File: config.mk
export PLATFORM = sky130hd
export DESIGN_NAME = rtnh_front
export DESIGN_NICKNAME = d
export VERILOG_FILES = /design/src/rtl/rtnh_pkg.sv /design/src/rtl/rtnh_front.sv
export SDC_FILE = /design/constraint.sdc
export NUM_CORES = 1
export LEC_CHECK = 0
export ABC_CLOCK_PERIOD_IN_PS = 9050
export BUFFER_PORTS_ARGS = -buffer_cell sky130_fd_sc_hd__buf_4
export CAP_MARGIN = 20
export CORE_AREA = 4 4 230 232
export CTS_CLUSTER_SIZE = 40
export DETAILED_ROUTE_END_ITERATION = 8
export DIE_AREA = 0 0 234 236
export PLACE_DENSITY = 0.47
export SYNTH_ARGS = -nofsm -noshare
export SYNTH_HDL_FRONTEND = slang
export SYNTH_SLANG_ARGS = --single-unit
export TNS_END_PERCENT = 30
File: constraint.sdc
create_clock -name clk -period 9.05 [get_ports clk]
set_input_delay 1.81 -clock clk [delete_from_list [all_inputs] [get_ports clk]]
set_output_delay 1.81 -clock clk [all_outputs]
set_load 0.005 [all_outputs]
File: src/rtl/rtnh_pkg.sv
package rtnh_pkg;

  localparam int COORD_W   = 32;
  localparam int NCOORD    = 9;
  localparam int VEC_W     = COORD_W + 1;   // edge and offset components
  localparam int CRS_W     = 67;            // cross product components
  localparam int ACC_W     = 104;           // dot products
  localparam int DIV_W     = 136;           // shifted divisor and remainder
  localparam int T_W       = 31;
  localparam int UV_W      = 17;
  localparam int FACE_W    = 16;
  localparam int EPS_W     = 16;
  localparam int OP_W      = 5;
  localparam int NOPS      = 24;
  localparam int OUT_W     = 88;

  localparam logic [T_W-1:0] T_MAX = '1;

  localparam logic [1:0] CMD_ORG = 2'd0;
  localparam logic [1:0] CMD_DIR = 2'd1;
  localparam logic [1:0] CMD_TRI = 2'd2;
  localparam logic [1:0] CMD_NOP = 2'd3;

  localparam logic CFG_EARLY = 1'b0;
  localparam logic CFG_EPS   = 1'b1;

  // Operand sources of the shared multiplier.
  localparam logic [4:0] SRC_DIR0 = 5'd0;
  localparam logic [4:0] SRC_TV0  = 5'd3;
  localparam logic [4:0] SRC_E1_0 = 5'd6;
  localparam logic [4:0] SRC_E2_0 = 5'd9;
  localparam logic [4:0] SRC_PV0  = 5'd12;
  localparam logic [4:0] SRC_QV0  = 5'd15;

  // Destinations of a finished accumulation.
  localparam logic [3:0] DST_PV0 = 4'd0;
  localparam logic [3:0] DST_QV0 = 4'd3;
  localparam logic [3:0] DST_DET = 4'd6;
  localparam logic [3:0] DST_UN  = 4'd7;
  localparam logic [3:0] DST_VN  = 4'd8;
  localparam logic [3:0] DST_TN  = 4'd9;

  typedef struct packed {
    logic [1:0]                      cmd;
    logic                            last;
    logic [NCOORD-1:0][COORD_W-1:0]  crd;
  } rtnh_item_t;

  typedef struct packed {
    logic [3:0] a_sel;
    logic [4:0] b_sel;
    logic [3:0] dst;
    logic       clr;
    logic       neg;
  } rtnh_op_t;

  function automatic rtnh_op_t mk_op(logic [4:0] a, logic [4:0] b, logic [3:0] d,
                                     logic c, logic n);
    rtnh_op_t o;
    o.a_sel = a[3:0];
    o.b_sel = b;
    o.dst   = d;
    o.clr   = c;
    o.neg   = n;
    return o;
  endfunction

  // Product sequence: pv = dir x e2, qv = tv x e1, then det, u, v and t numerators.
  function automatic rtnh_op_t op_rom(logic [OP_W-1:0] idx);
    rtnh_op_t o;
    case (idx)
      5'd0:  o = mk_op(SRC_DIR0 + 5'd1, SRC_E2_0 + 5'd2, DST_PV0,        1'b1, 1'b0);
      5'd1:  o = mk_op(SRC_DIR0 + 5'd2, SRC_E2_0 + 5'd1, DST_PV0,        1'b0, 1'b1);
      5'd2:  o = mk_op(SRC_DIR0 + 5'd2, SRC_E2_0,        DST_PV0 + 4'd1, 1'b1, 1'b0);
      5'd3:  o = mk_op(SRC_DIR0,        SRC_E2_0 + 5'd2, DST_PV0 + 4'd1, 1'b0, 1'b1);
      5'd4:  o = mk_op(SRC_DIR0,        SRC_E2_0 + 5'd1, DST_PV0 + 4'd2, 1'b1, 1'b0);
      5'd5:  o = mk_op(SRC_DIR0 + 5'd1, SRC_E2_0,        DST_PV0 + 4'd2, 1'b0, 1'b1);
      5'd6:  o = mk_op(SRC_TV0 + 5'd1,  SRC_E1_0 + 5'd2, DST_QV0,        1'b1, 1'b0);
      5'd7:  o = mk_op(SRC_TV0 + 5'd2,  SRC_E1_0 + 5'd1, DST_QV0,        1'b0, 1'b1);
      5'd8:  o = mk_op(SRC_TV0 + 5'd2,  SRC_E1_0,        DST_QV0 + 4'd1, 1'b1, 1'b0);
      5'd9:  o = mk_op(SRC_TV0,         SRC_E1_0 + 5'd2, DST_QV0 + 4'd1, 1'b0, 1'b1);
      5'd10: o = mk_op(SRC_TV0,         SRC_E1_0 + 5'd1, DST_QV0 + 4'd2, 1'b1, 1'b0);
      5'd11: o = mk_op(SRC_TV0 + 5'd1,  SRC_E1_0,        DST_QV0 + 4'd2, 1'b0, 1'b1);
      5'd12: o = mk_op(SRC_E1_0,        SRC_PV0,         DST_DET,        1'b1, 1'b0);
      5'd13: o = mk_op(SRC_E1_0 + 5'd1, SRC_PV0 + 5'd1,  DST_DET,        1'b0, 1'b0);
      5'd14: o = mk_op(SRC_E1_0 + 5'd2, SRC_PV0 + 5'd2,  DST_DET,        1'b0, 1'b0);
      5'd15: o = mk_op(SRC_TV0,         SRC_PV0,         DST_UN,         1'b1, 1'b0);
      5'd16: o = mk_op(SRC_TV0 + 5'd1,  SRC_PV0 + 5'd1,  DST_UN,         1'b0, 1'b0);
      5'd17: o = mk_op(SRC_TV0 + 5'd2,  SRC_PV0 + 5'd2,  DST_UN,         1'b0, 1'b0);
      5'd18: o = mk_op(SRC_DIR0,        SRC_QV0,         DST_VN,         1'b1, 1'b0);
      5'd19: o = mk_op(SRC_DIR0 + 5'd1, SRC_QV0 + 5'd1,  DST_VN,         1'b0, 1'b0);
      5'd20: o = mk_op(SRC_DIR0 + 5'd2, SRC_QV0 + 5'd2,  DST_VN,         1'b0, 1'b0);
      5'd21: o = mk_op(SRC_E2_0,        SRC_QV0,         DST_TN,         1'b1, 1'b0);
      5'd22: o = mk_op(SRC_E2_0 + 5'd1, SRC_QV0 + 5'd1,  DST_TN,         1'b0, 1'b0);
      5'd23: o = mk_op(SRC_E2_0 + 5'd2, SRC_QV0 + 5'd2,  DST_TN,         1'b0, 1'b0);
      default: o = mk_op(SRC_DIR0, SRC_DIR0, DST_DET, 1'b1, 1'b0);
    endcase
    return o;
  endfunction

endpackage

File: src/rtl/rtnh_front.sv
module rtnh_front (
  input  logic                                       clk,
  input  logic                                       rst,
  input  logic                                       s_tvalid,
  output logic                                       s_tready,
  input  logic [rtnh_pkg::NCOORD*rtnh_pkg::COORD_W-1:0] s_tdata,
  input  logic [1:0]                                 s_tuser,
  input  logic                                       s_tlast,
  output rtnh_pkg::rtnh_item_t                       item,
  output logic                                       item_valid,
  input  logic                                       item_ready
);

  logic full;

  assign s_tready   = !full || item_ready;
  assign item_valid = full;

  // Unused command codes are dropped here and never reach the queue.
  always_ff @(posedge clk) begin
    if (rst) begin
      full <= 1'b0;
    end else if (s_tready) begin
      full <= s_tvalid && (s_tuser != rtnh_pkg::CMD_NOP);
    end
  end

  always_ff @(posedge clk) begin
    if (s_tready && s_tvalid) begin
      item.cmd  <= s_tuser;
      item.last <= s_tlast;
      item.crd  <= s_tdata;
    end
  end

endmodule

==> impl_metrics.tcl <==
set metrics [dict create \
    holdPathEnd "item_valid" \
    yosysSeqAreaShare_pct 99.5 \
    p_leak_nw 6.19 \
    cts_resized 0 \
    ctsRootBufferMaster "clkbuf_16" \
    min_path_cells 2 \
    outcome "completed" \
    fin_crit_sh_pct 44.2 \
    r2r_setup_slack_ns 6.32 \
    critical_path_required_ns 7.24 \
    dieWidth_um 234 \
    diodes 0 \
    cellPowerDensity_nw_per_um2 209 \
    cts.clk_slew.worst_paths_ns 0.06 \
    cp.arrival_ns 2.19 \
    postCtsSetupBuffers 0 \
    layout-drive-gt1-share_pct 67.3 \
    grt_pass1_wl_mm 40.4 \
    routedWlPerCell_um 18.2 \
    synth_cell_types 6 \
    fmax_mhz 250 \
    finClkSkew_ns 0.00719 \
    p_total_mw 3.17 \
    grt_overflow 0 \
    max_cap_viol_count 0 \
    grt_max_degree 147 \
    insertion_delay_ns 0.51 \
    ant_nets 0 \
    worstMarginPinSlew_ns 1.03 \
    hold_viol_final 0 \
    synthCells 296 \
    worst_hold_slack_ns 0.496 \
    crit_top_cell "buf_4" \
    cp.buffers_inverters 2 \
    die_h_um 236 \
    drv_slew 0 \
    setup_viol 0 \
    end_kind "primary output" \
    rsz0062_at_grt "false" \
    totalWireLength_mm 29.7 \
    dr.max_layer_used "met4" \
    portBuffers 587 \
    drc 0 \
    via_per_inst 3.39 \
    r2r_cells 4 \
    slew_headroom_pct 31.6 \
    cts_tree "done" \
    grtUsageTotal_pct 10.1 \
    first_pass_iters 4 \
    worst-path-stages 3 \
    hold_class "reg2reg" \
    grt_pass1_vias 6090 \
    min_from "item_valid" \
    wl_met1_mm 9.52 \
    fillers 5131 \
    reg2reg_to "item[186]" \
    critPathSlowestCell "nand2b_4" \
    setup.worst_path.class "in2out" \
    yosysWarnings 0 \
    path_cells "buf_4, nand2b_4, buf_4" \
    dp_hpwl_mm 23.3 \
    h-tree-depth 2 \
    fin_nets 1218 \
    syn_avg_cell_area_um2 29.7 \
    antenna_found_initial 1 \
    synth_seq_cells 292 \
    cp-start-kind "input pin" \
    crit_path_max_fanout 3 \
    std_cell_rows 83 \
    boundaryPins 588 \
    area_growth_pct 71.9 \
    coreArea_um2 51000 \
    layout_common_cells "buf_4, edfxtp_1, clkbuf_16" \
    gp_congestion 0.766 \
    numCtsBuffers 35 \
    tns_ns 0 \
    cts_hold_buf 0 \
    min_period_ns 4.00 \
    path_delay_family "buffers and inverters" \
    dr_wl_met2_mm 15.3 \
    via_count 5518 \
    slowest_delay_ns 0.14 \
    start_util_pct 17.3 \
    final_common_cell "buf_4" \
    route.met3.wl_mm 4.21 \
    dieArea_um2 55200 \
    clock_sinks 292 \
    first_iter_violations 233 \
    dpl-instance-area_um2 14100 \
    vdd_drop_max_v 0.000166 \
    synth.cell_area_um2 8800 \
    reg2reg_from "item_valid" \
    synth_nets 591 \
    final_area_um2 15100 \
    clk_path_buf_depth 3 \
]
-- where the power goes --
part	internal, mW	leakage [nW]	switching (mW)
combinational	0.168	2.86	0.104
sequential	1.59	2.83	0.0245
clock	0.749	0.503	0.533
-- how the worst max path moves through the flow --
stage	startpoint	end	slack, ns
floorplan	item_ready	item[0]	3.10
global placement	item_ready	item[59]	4.71
detailed placement	item_ready	item[223]	4.68
CTS	item_ready	s_tready	5.04
global route	item_ready	s_tready	5.04
finish	item_ready	s_tready	5.05
-- sequential cells by signal, indices dropped and copies added, names as in the netlist --
| signal | cells |
|---|---|
| item | 291 |
| item_valid | 1 |
-- metal layers --
| metal | vias to the layer above | GRT usage [%] |
|---|---|---|
| li1 | 2471 | - |
| met2 | 393 | 18.1 |
| met1 | 2605 | 9.54 |
| met5 | - | 0 |
| met3 | 49 | 5.72 |
| met4 | 0 | 3.29 |
-- metrics by stage --
stage | cells | utilization, % | setup WS (ns)
final | 1627 | 29.7 | 5.05
after global routing | 1627 | 29.7 | 5.04
after CTS | 1627 | 29.7 | 5.04
after detailed placement | 1566 | 27.6 | 4.68
after global placement | 1566 | 27.6 | 4.71
after floorplan | 296 | - | 3.10
-- Yosys cell counts (all sizes together) --
library cell  instances  area [um2]
a21oi                 1        8.76
a21bo                 1        10.0
edfxtp              291        8740
nand2b                1        13.8
dfxtp                 1        20.0
and2                  1        7.51
-- worst register-to-register path, stage by stage (launching register included) --
cell      delay (ns)
dfxtp_1         0.33
nand2b_4        0.08
and2_4          0.49
buf_4           0.59
buf_4           0.81
-- layout make-up --
type | count | area (um2) | share of cell area, %
Tap cell | 680 | 851 | 5.62
Sequential cell | 292 | 8760 | 57.9
Clock inverter | 12 | 63.8 | 0.422
Timing Repair Buffer | 590 | 4440 | 29.4
Clock buffer | 49 | 971 | 6.42
Multi-Input combinational cell | 4 | 41.3 | 0.273
-- kinds of logic (layout without fill, tap and decap cells) --
family,count (synthesis),count (layout),synth area share (%)
DFF,292,292,99.5
and+or+nand+nor,2,2,0.242
buffers and inverters,0,651,0
AOI/OAI and AO/OA,2,2,0.213
(Power assumes the default switching activity.)
