File: config.mk
export PLATFORM = sky130hd
export DESIGN_NAME = rtnh_fifo
export DESIGN_NICKNAME = d
export VERILOG_FILES = /design/src/rtl/rtnh_pkg.sv /design/src/rtl/rtnh_fifo.sv
export SDC_FILE = /design/constraint.sdc
export NUM_CORES = 1
export LEC_CHECK = 0
export ABC_AREA = 1
export BUFFER_PORTS_ARGS = -buffer_cell sky130_fd_sc_hd__buf_4
export CORE_AREA = 2 2 228 230
export DETAILED_ROUTE_END_ITERATION = 8
export DIE_AREA = 0 0 230 232
export PLACE_DENSITY = 0.66
export SYNTH_ARGS = -nofsm -noshare
export SYNTH_HDL_FRONTEND = slang
export SYNTH_SLANG_ARGS = --single-unit
export TNS_END_PERCENT = 50
File: constraint.sdc
create_clock -name clk -period 19.8 [get_ports clk]
set_clock_uncertainty 0.1 [all_clocks]
set_input_delay 3.96 -clock clk [delete_from_list [all_inputs] [get_ports clk]]
set_output_delay 3.96 -clock clk [all_outputs]
set_load 0.005 [all_outputs]
File: src/rtl/rtnh_pkg.sv
package rtnh_pkg;

  localparam int COORD_W   = 32;
  localparam int NCOORD    = 9;
  localparam int VEC_W     = COORD_W + 1;   // edge and offset components
  localparam int CRS_W     = 67;            // cross product components
  localparam int ACC_W     = 104;           // dot products
  localparam int DIV_W     = 136;           // shifted divisor and remainder
  localparam int T_W       = 31;
  localparam int UV_W      = 17;
  localparam int FACE_W    = 16;
  localparam int EPS_W     = 16;
  localparam int OP_W      = 5;
  localparam int NOPS      = 24;
  localparam int OUT_W     = 88;

  localparam logic [T_W-1:0] T_MAX = '1;

  localparam logic [1:0] CMD_ORG = 2'd0;
  localparam logic [1:0] CMD_DIR = 2'd1;
  localparam logic [1:0] CMD_TRI = 2'd2;
  localparam logic [1:0] CMD_NOP = 2'd3;

  localparam logic CFG_EARLY = 1'b0;
  localparam logic CFG_EPS   = 1'b1;

  // Operand sources of the shared multiplier.
  localparam logic [4:0] SRC_DIR0 = 5'd0;
  localparam logic [4:0] SRC_TV0  = 5'd3;
  localparam logic [4:0] SRC_E1_0 = 5'd6;
  localparam logic [4:0] SRC_E2_0 = 5'd9;
  localparam logic [4:0] SRC_PV0  = 5'd12;
  localparam logic [4:0] SRC_QV0  = 5'd15;

  // Destinations of a finished accumulation.
  localparam logic [3:0] DST_PV0 = 4'd0;
  localparam logic [3:0] DST_QV0 = 4'd3;
  localparam logic [3:0] DST_DET = 4'd6;
  localparam logic [3:0] DST_UN  = 4'd7;
  localparam logic [3:0] DST_VN  = 4'd8;
  localparam logic [3:0] DST_TN  = 4'd9;

  typedef struct packed {
    logic [1:0]                      cmd;
    logic                            last;
    logic [NCOORD-1:0][COORD_W-1:0]  crd;
  } rtnh_item_t;

  typedef struct packed {
    logic [3:0] a_sel;
    logic [4:0] b_sel;
    logic [3:0] dst;
    logic       clr;
    logic       neg;
  } rtnh_op_t;

  function automatic rtnh_op_t mk_op(logic [4:0] a, logic [4:0] b, logic [3:0] d,
                                     logic c, logic n);
    rtnh_op_t o;
    o.a_sel = a[3:0];
    o.b_sel = b;
    o.dst   = d;
    o.clr   = c;
    o.neg   = n;
    return o;
  endfunction

  // Product sequence: pv = dir x e2, qv = tv x e1, then det, u, v and t numerators.
  function automatic rtnh_op_t op_rom(logic [OP_W-1:0] idx);
    rtnh_op_t o;
    case (idx)
      5'd0:  o = mk_op(SRC_DIR0 + 5'd1, SRC_E2_0 + 5'd2, DST_PV0,        1'b1, 1'b0);
      5'd1:  o = mk_op(SRC_DIR0 + 5'd2, SRC_E2_0 + 5'd1, DST_PV0,        1'b0, 1'b1);
      5'd2:  o = mk_op(SRC_DIR0 + 5'd2, SRC_E2_0,        DST_PV0 + 4'd1, 1'b1, 1'b0);
      5'd3:  o = mk_op(SRC_DIR0,        SRC_E2_0 + 5'd2, DST_PV0 + 4'd1, 1'b0, 1'b1);
      5'd4:  o = mk_op(SRC_DIR0,        SRC_E2_0 + 5'd1, DST_PV0 + 4'd2, 1'b1, 1'b0);
      5'd5:  o = mk_op(SRC_DIR0 + 5'd1, SRC_E2_0,        DST_PV0 + 4'd2, 1'b0, 1'b1);
      5'd6:  o = mk_op(SRC_TV0 + 5'd1,  SRC_E1_0 + 5'd2, DST_QV0,        1'b1, 1'b0);
      5'd7:  o = mk_op(SRC_TV0 + 5'd2,  SRC_E1_0 + 5'd1, DST_QV0,        1'b0, 1'b1);
      5'd8:  o = mk_op(SRC_TV0 + 5'd2,  SRC_E1_0,        DST_QV0 + 4'd1, 1'b1, 1'b0);
      5'd9:  o = mk_op(SRC_TV0,         SRC_E1_0 + 5'd2, DST_QV0 + 4'd1, 1'b0, 1'b1);
      5'd10: o = mk_op(SRC_TV0,         SRC_E1_0 + 5'd1, DST_QV0 + 4'd2, 1'b1, 1'b0);
      5'd11: o = mk_op(SRC_TV0 + 5'd1,  SRC_E1_0,        DST_QV0 + 4'd2, 1'b0, 1'b1);
      5'd12: o = mk_op(SRC_E1_0,        SRC_PV0,         DST_DET,        1'b1, 1'b0);
      5'd13: o = mk_op(SRC_E1_0 + 5'd1, SRC_PV0 + 5'd1,  DST_DET,        1'b0, 1'b0);
      5'd14: o = mk_op(SRC_E1_0 + 5'd2, SRC_PV0 + 5'd2,  DST_DET,        1'b0, 1'b0);
      5'd15: o = mk_op(SRC_TV0,         SRC_PV0,         DST_UN,         1'b1, 1'b0);
      5'd16: o = mk_op(SRC_TV0 + 5'd1,  SRC_PV0 + 5'd1,  DST_UN,         1'b0, 1'b0);
      5'd17: o = mk_op(SRC_TV0 + 5'd2,  SRC_PV0 + 5'd2,  DST_UN,         1'b0, 1'b0);
      5'd18: o = mk_op(SRC_DIR0,        SRC_QV0,         DST_VN,         1'b1, 1'b0);
      5'd19: o = mk_op(SRC_DIR0 + 5'd1, SRC_QV0 + 5'd1,  DST_VN,         1'b0, 1'b0);
      5'd20: o = mk_op(SRC_DIR0 + 5'd2, SRC_QV0 + 5'd2,  DST_VN,         1'b0, 1'b0);
      5'd21: o = mk_op(SRC_E2_0,        SRC_QV0,         DST_TN,         1'b1, 1'b0);
      5'd22: o = mk_op(SRC_E2_0 + 5'd1, SRC_QV0 + 5'd1,  DST_TN,         1'b0, 1'b0);
      5'd23: o = mk_op(SRC_E2_0 + 5'd2, SRC_QV0 + 5'd2,  DST_TN,         1'b0, 1'b0);
      default: o = mk_op(SRC_DIR0, SRC_DIR0, DST_DET, 1'b1, 1'b0);
    endcase
    return o;
  endfunction

endpackage

File: src/rtl/rtnh_fifo.sv
module rtnh_fifo (
  input  logic                 clk,
  input  logic                 rst,
  input  rtnh_pkg::rtnh_item_t in_item,
  input  logic                 in_valid,
  output logic                 in_ready,
  output rtnh_pkg::rtnh_item_t out_item,
  output logic                 out_valid,
  input  logic                 out_ready
);

  rtnh_pkg::rtnh_item_t mem [2];
  logic       wr_ptr;
  logic       rd_ptr;
  logic [1:0] count;
  logic       push;
  logic       pop;

  assign in_ready  = (count != 2'd2);
  assign out_valid = (count != 2'd0);
  assign push      = in_valid && in_ready;
  assign pop       = out_valid && out_ready;
  assign out_item  = mem[rd_ptr];

  always_ff @(posedge clk) begin
    if (rst) begin
      wr_ptr <= 1'b0;
      rd_ptr <= 1'b0;
      count  <= 2'd0;
    end else begin
      if (push) wr_ptr <= !wr_ptr;
      if (pop) rd_ptr <= !rd_ptr;
      if (push && !pop) begin
        count <= count + 2'd1;
      end else if (pop && !push) begin
        count <= count - 2'd1;
      end
    end
  end

  always_ff @(posedge clk) begin
    if (push) mem[wr_ptr] <= in_item;
  end

endmodule

==> results.json <==
{
  "ctsHoldBuffers": 0,
  "nFillCells": 4031,
  "die-area_sq_um": 53400,
  "ys.warnings.count": 0,
  "num_rows": 83,
  "worstReg2RegEnd": "mem[0][170]$_DFFE_PP_",
  "ys_types": 13,
  "ys_async_sr_fraction_pct": 0,
  "hold_ws_ns": 0.400,
  "maxSlewViolCount": 0,
  "grt_usage_pct": 18.2,
  "htreeDepth": 2,
  "yosysSeqAreaShare_pct": 82.0,
  "syn-cell-area_sq_um": 21400,
  "ant_nets": 0,
  "drive_gt1_share_pct": 60.3,
  "hold_viol": 0,
  "setup_violations": 0,
  "grt_pass1_wl_mm": 71.6,
  "fmax_mhz": 134,
  "power_mw": 3.44,
  "yosys-top-cells-area": "edfxtp_1 (82%), mux2_2 (15%), clkbuf_8 (1.9%), dfxtp_1 (0.47%), nand2_1 (0.16%)",
  "timing.rr.start": "count[0]$_SDFFE_PP0P_",
  "synth_edf_count": 582,
  "internal-power_mw": 2.58,
  "synth_most_common_cell": "edfxtp_1",
  "start_util_pct": 42.1,
  "drc_errors": 0,
  "clkSlewWorstSetupHoldPaths_ns": 0.06,
  "ir_drop_mv": 0.0821,
  "finalNetCount": 1862,
  "grt_max_degree": 188,
  "avgViaCountPerCell": 4.85,
  "max-slew-margin-rel_pct": 18.1,
  "fp.dieW_microns": 230,
  "fin_crit_sh_pct": 37.8,
  "cp.required_ns": 19.92,
  "syn_nets": 1238,
  "hp-class": "flop to flop",
  "setup.worst_path.class": "input port to flop",
  "syn_area_per_cell_sq_um": 22.7,
  "cts_tree": "built",
  "pin_count": 588,
  "r2r_cells": 7,
  "start_kind": "input port",
  "rrSetupSlack_ns": 15.15,
  "wl_per_cell_microns": 21.9,
  "hold_start": "rd_ptr$_SDFFE_PP0P_",
  "synth_top_cells_by_count": "edfxtp_1 (582), mux2_2 (291), clkbuf_8 (29)",
  "cts_root_buf": "clkbuf_16",
  "synth_cells": 942,
  "post_cts_resized": 0,
  "timing.final.crit_period_ns": 7.49,
  "routed_wl_mm": 50.1,
  "first_pass_iters": 7,
  "path_max_fanout": 76,
  "clkSinkCount": 587,
  "leakage_nw": 10.4,
  "clkLatencyLatePin_ns": 0.60,
  "power_frac_comb_pct": 22.8,
  "ys.flop_type": "edfxtp_1",
  "synth_top_area_share_pct": 81.6,
  "ys_ff_latch": 587,
  "die_y_microns": 232,
  "status": "finished, final reports clean",
  "cp.arrival_ns": 7.61,
  "fin_area_sq_um": 28200,
  "rsz0062_at_grt": "false",
  "clock_path_buffers": 3,
  "worstMarginPinSlew_ns": 1.23,
  "antenna_found_initial": 4,
  "gp_congestion": 0.780,
  "switching_power_mw": 0.861,
  "drv_cap": 0,
  "pwr-share-seq_pct": 47.0,
  "postCtsSetupBuffers": 0,
  "port_buffers": 587,
  "dp_hpwl_mm": 34.2,
  "design.core.area_sq_um": 50900,
  "hold_depth": 2,
  "tns_ns": 0,
  "p_sw_share_pct": 25.0,
  "area_delta_synth_final_pct": 31.4,
  "power.density_nw_per_um2": 122,
  "endpoint_kind": "flop",
  "cts_buffers": 57,
  "grt_pass1_vias": 11500,
  "yosys.area.top_type": "edfxtp_1",
  "first_iter_violations": 639,
  "vias": 11100,
  "globalRouteOverflowTotal": 0,
  "p_clk_share_pct": 30.2,
  "placed_area_sq_um": 26400
}
flip-flops by register name, summed over array words and instances, names as in the netlist, named ones only:
signal	count
count	2
mem	582
rd_ptr	1
wr_ptr	1
layout by cell type (no fill, tap or decap), drive strengths merged:
cell        n
buf       597
edfxtp    582
mux2      291
clkbuf     70
clkinv     24
inv        10
nand2       9
nor2        7
dfxtp       5
bufinv      4
clkinvlp    3
diode       2
o21ai       2
a21oi       2
nand3       2
nand4       1
ha          1
per-stage QoR:
step                      setup WS [ns]  util, %  cells
after floorplan                    2.65        -    942
after global placement            11.68     51.8   2187
after detailed placement          11.67     51.8   2187
after CTS                         12.32     55.3   2290
after global routing              12.09     55.3   2290
final                             12.31     55.3   2292
cell families (layout without fill, tap and decap cells):
family                   count (synthesis)  in the layout  synth area share, %
AND/OR/NAND/NOR                         19             19                0.356
adder cells (fa/ha/maj)                  1              1               0.0584
flip-flops                             587            587                 82.0
other                                    0              2                    0
multiplexers                           291            291                 15.3
buffers and inverters                   40            708                 2.16
AO/OA/AOI/OAI                            4              4               0.0934
layer usage:
layer | GRT usage, % | share of wire (%) | wire, microns | vias to the layer above
met5 | 0 | 0.086 | 43 | -
met4 | 5.75 | 2.6 | 1320 | 6
met3 | 8.44 | 11 | 5530 | 85
met2 | 30.4 | 50 | 24800 | 451
met1 | 20.7 | 37 | 18400 | 5576
li1 | - | - | - | 5004
how the worst max path moves through the flow:
stage	cells after the start	slack, ns	from	end
2_1_floorplan	2	2.65	in_valid	mem[0][0]$_DFFE_PP_
3_3_place_gp	6	11.68	in_valid	mem[0][154]$_DFFE_PP_
3_5_place_dp	6	11.67	in_valid	mem[0][154]$_DFFE_PP_
4_1_cts	6	12.32	in_valid	mem[0][158]$_DFFE_PP_
5_1_grt	6	12.09	in_valid	mem[0][158]$_DFFE_PP_
6_report	6	12.31	in_valid	mem[0][170]$_DFFE_PP_
power by group through the flow:
| stage | clock (mW) | sequential (mW) | combinational [mW] |
|---|---|---|---|
| finish | 1.04 | 1.62 | 0.786 |
| CTS | 1.07 | 1.62 | 0.802 |
| global placement | 0 | 1.64 | 0.795 |
| global route | 1.12 | 1.63 | 0.841 |
| detailed placement | 0 | 1.65 | 0.796 |
| floorplan | 0 | 1.71 | 0.402 |
cell type report:
class / instances / area [sq um] / share of cell area, %
inverter: 8 / 30.0 / 0.107
clock inverter: 33 / 273 / 0.969
clock buffer: 70 / 1520 / 5.39
tap: 680 / 851 / 3.02
antenna: 2 / 5.00 / 0.0178
multi-input combinational: 315 / 3400 / 12.1
timing repair buffer: 597 / 4490 / 16.0
sequential: 587 / 17600 / 62.4
critical path: stages:
cell and delay [ns]:
buf_4 0.08, nand2_1 0.22, nor2_4 0.56, buf_4 0.89
buf_4 0.95, buf_4 0.76
No activity file was read; power rests on OpenSTA's default activity.
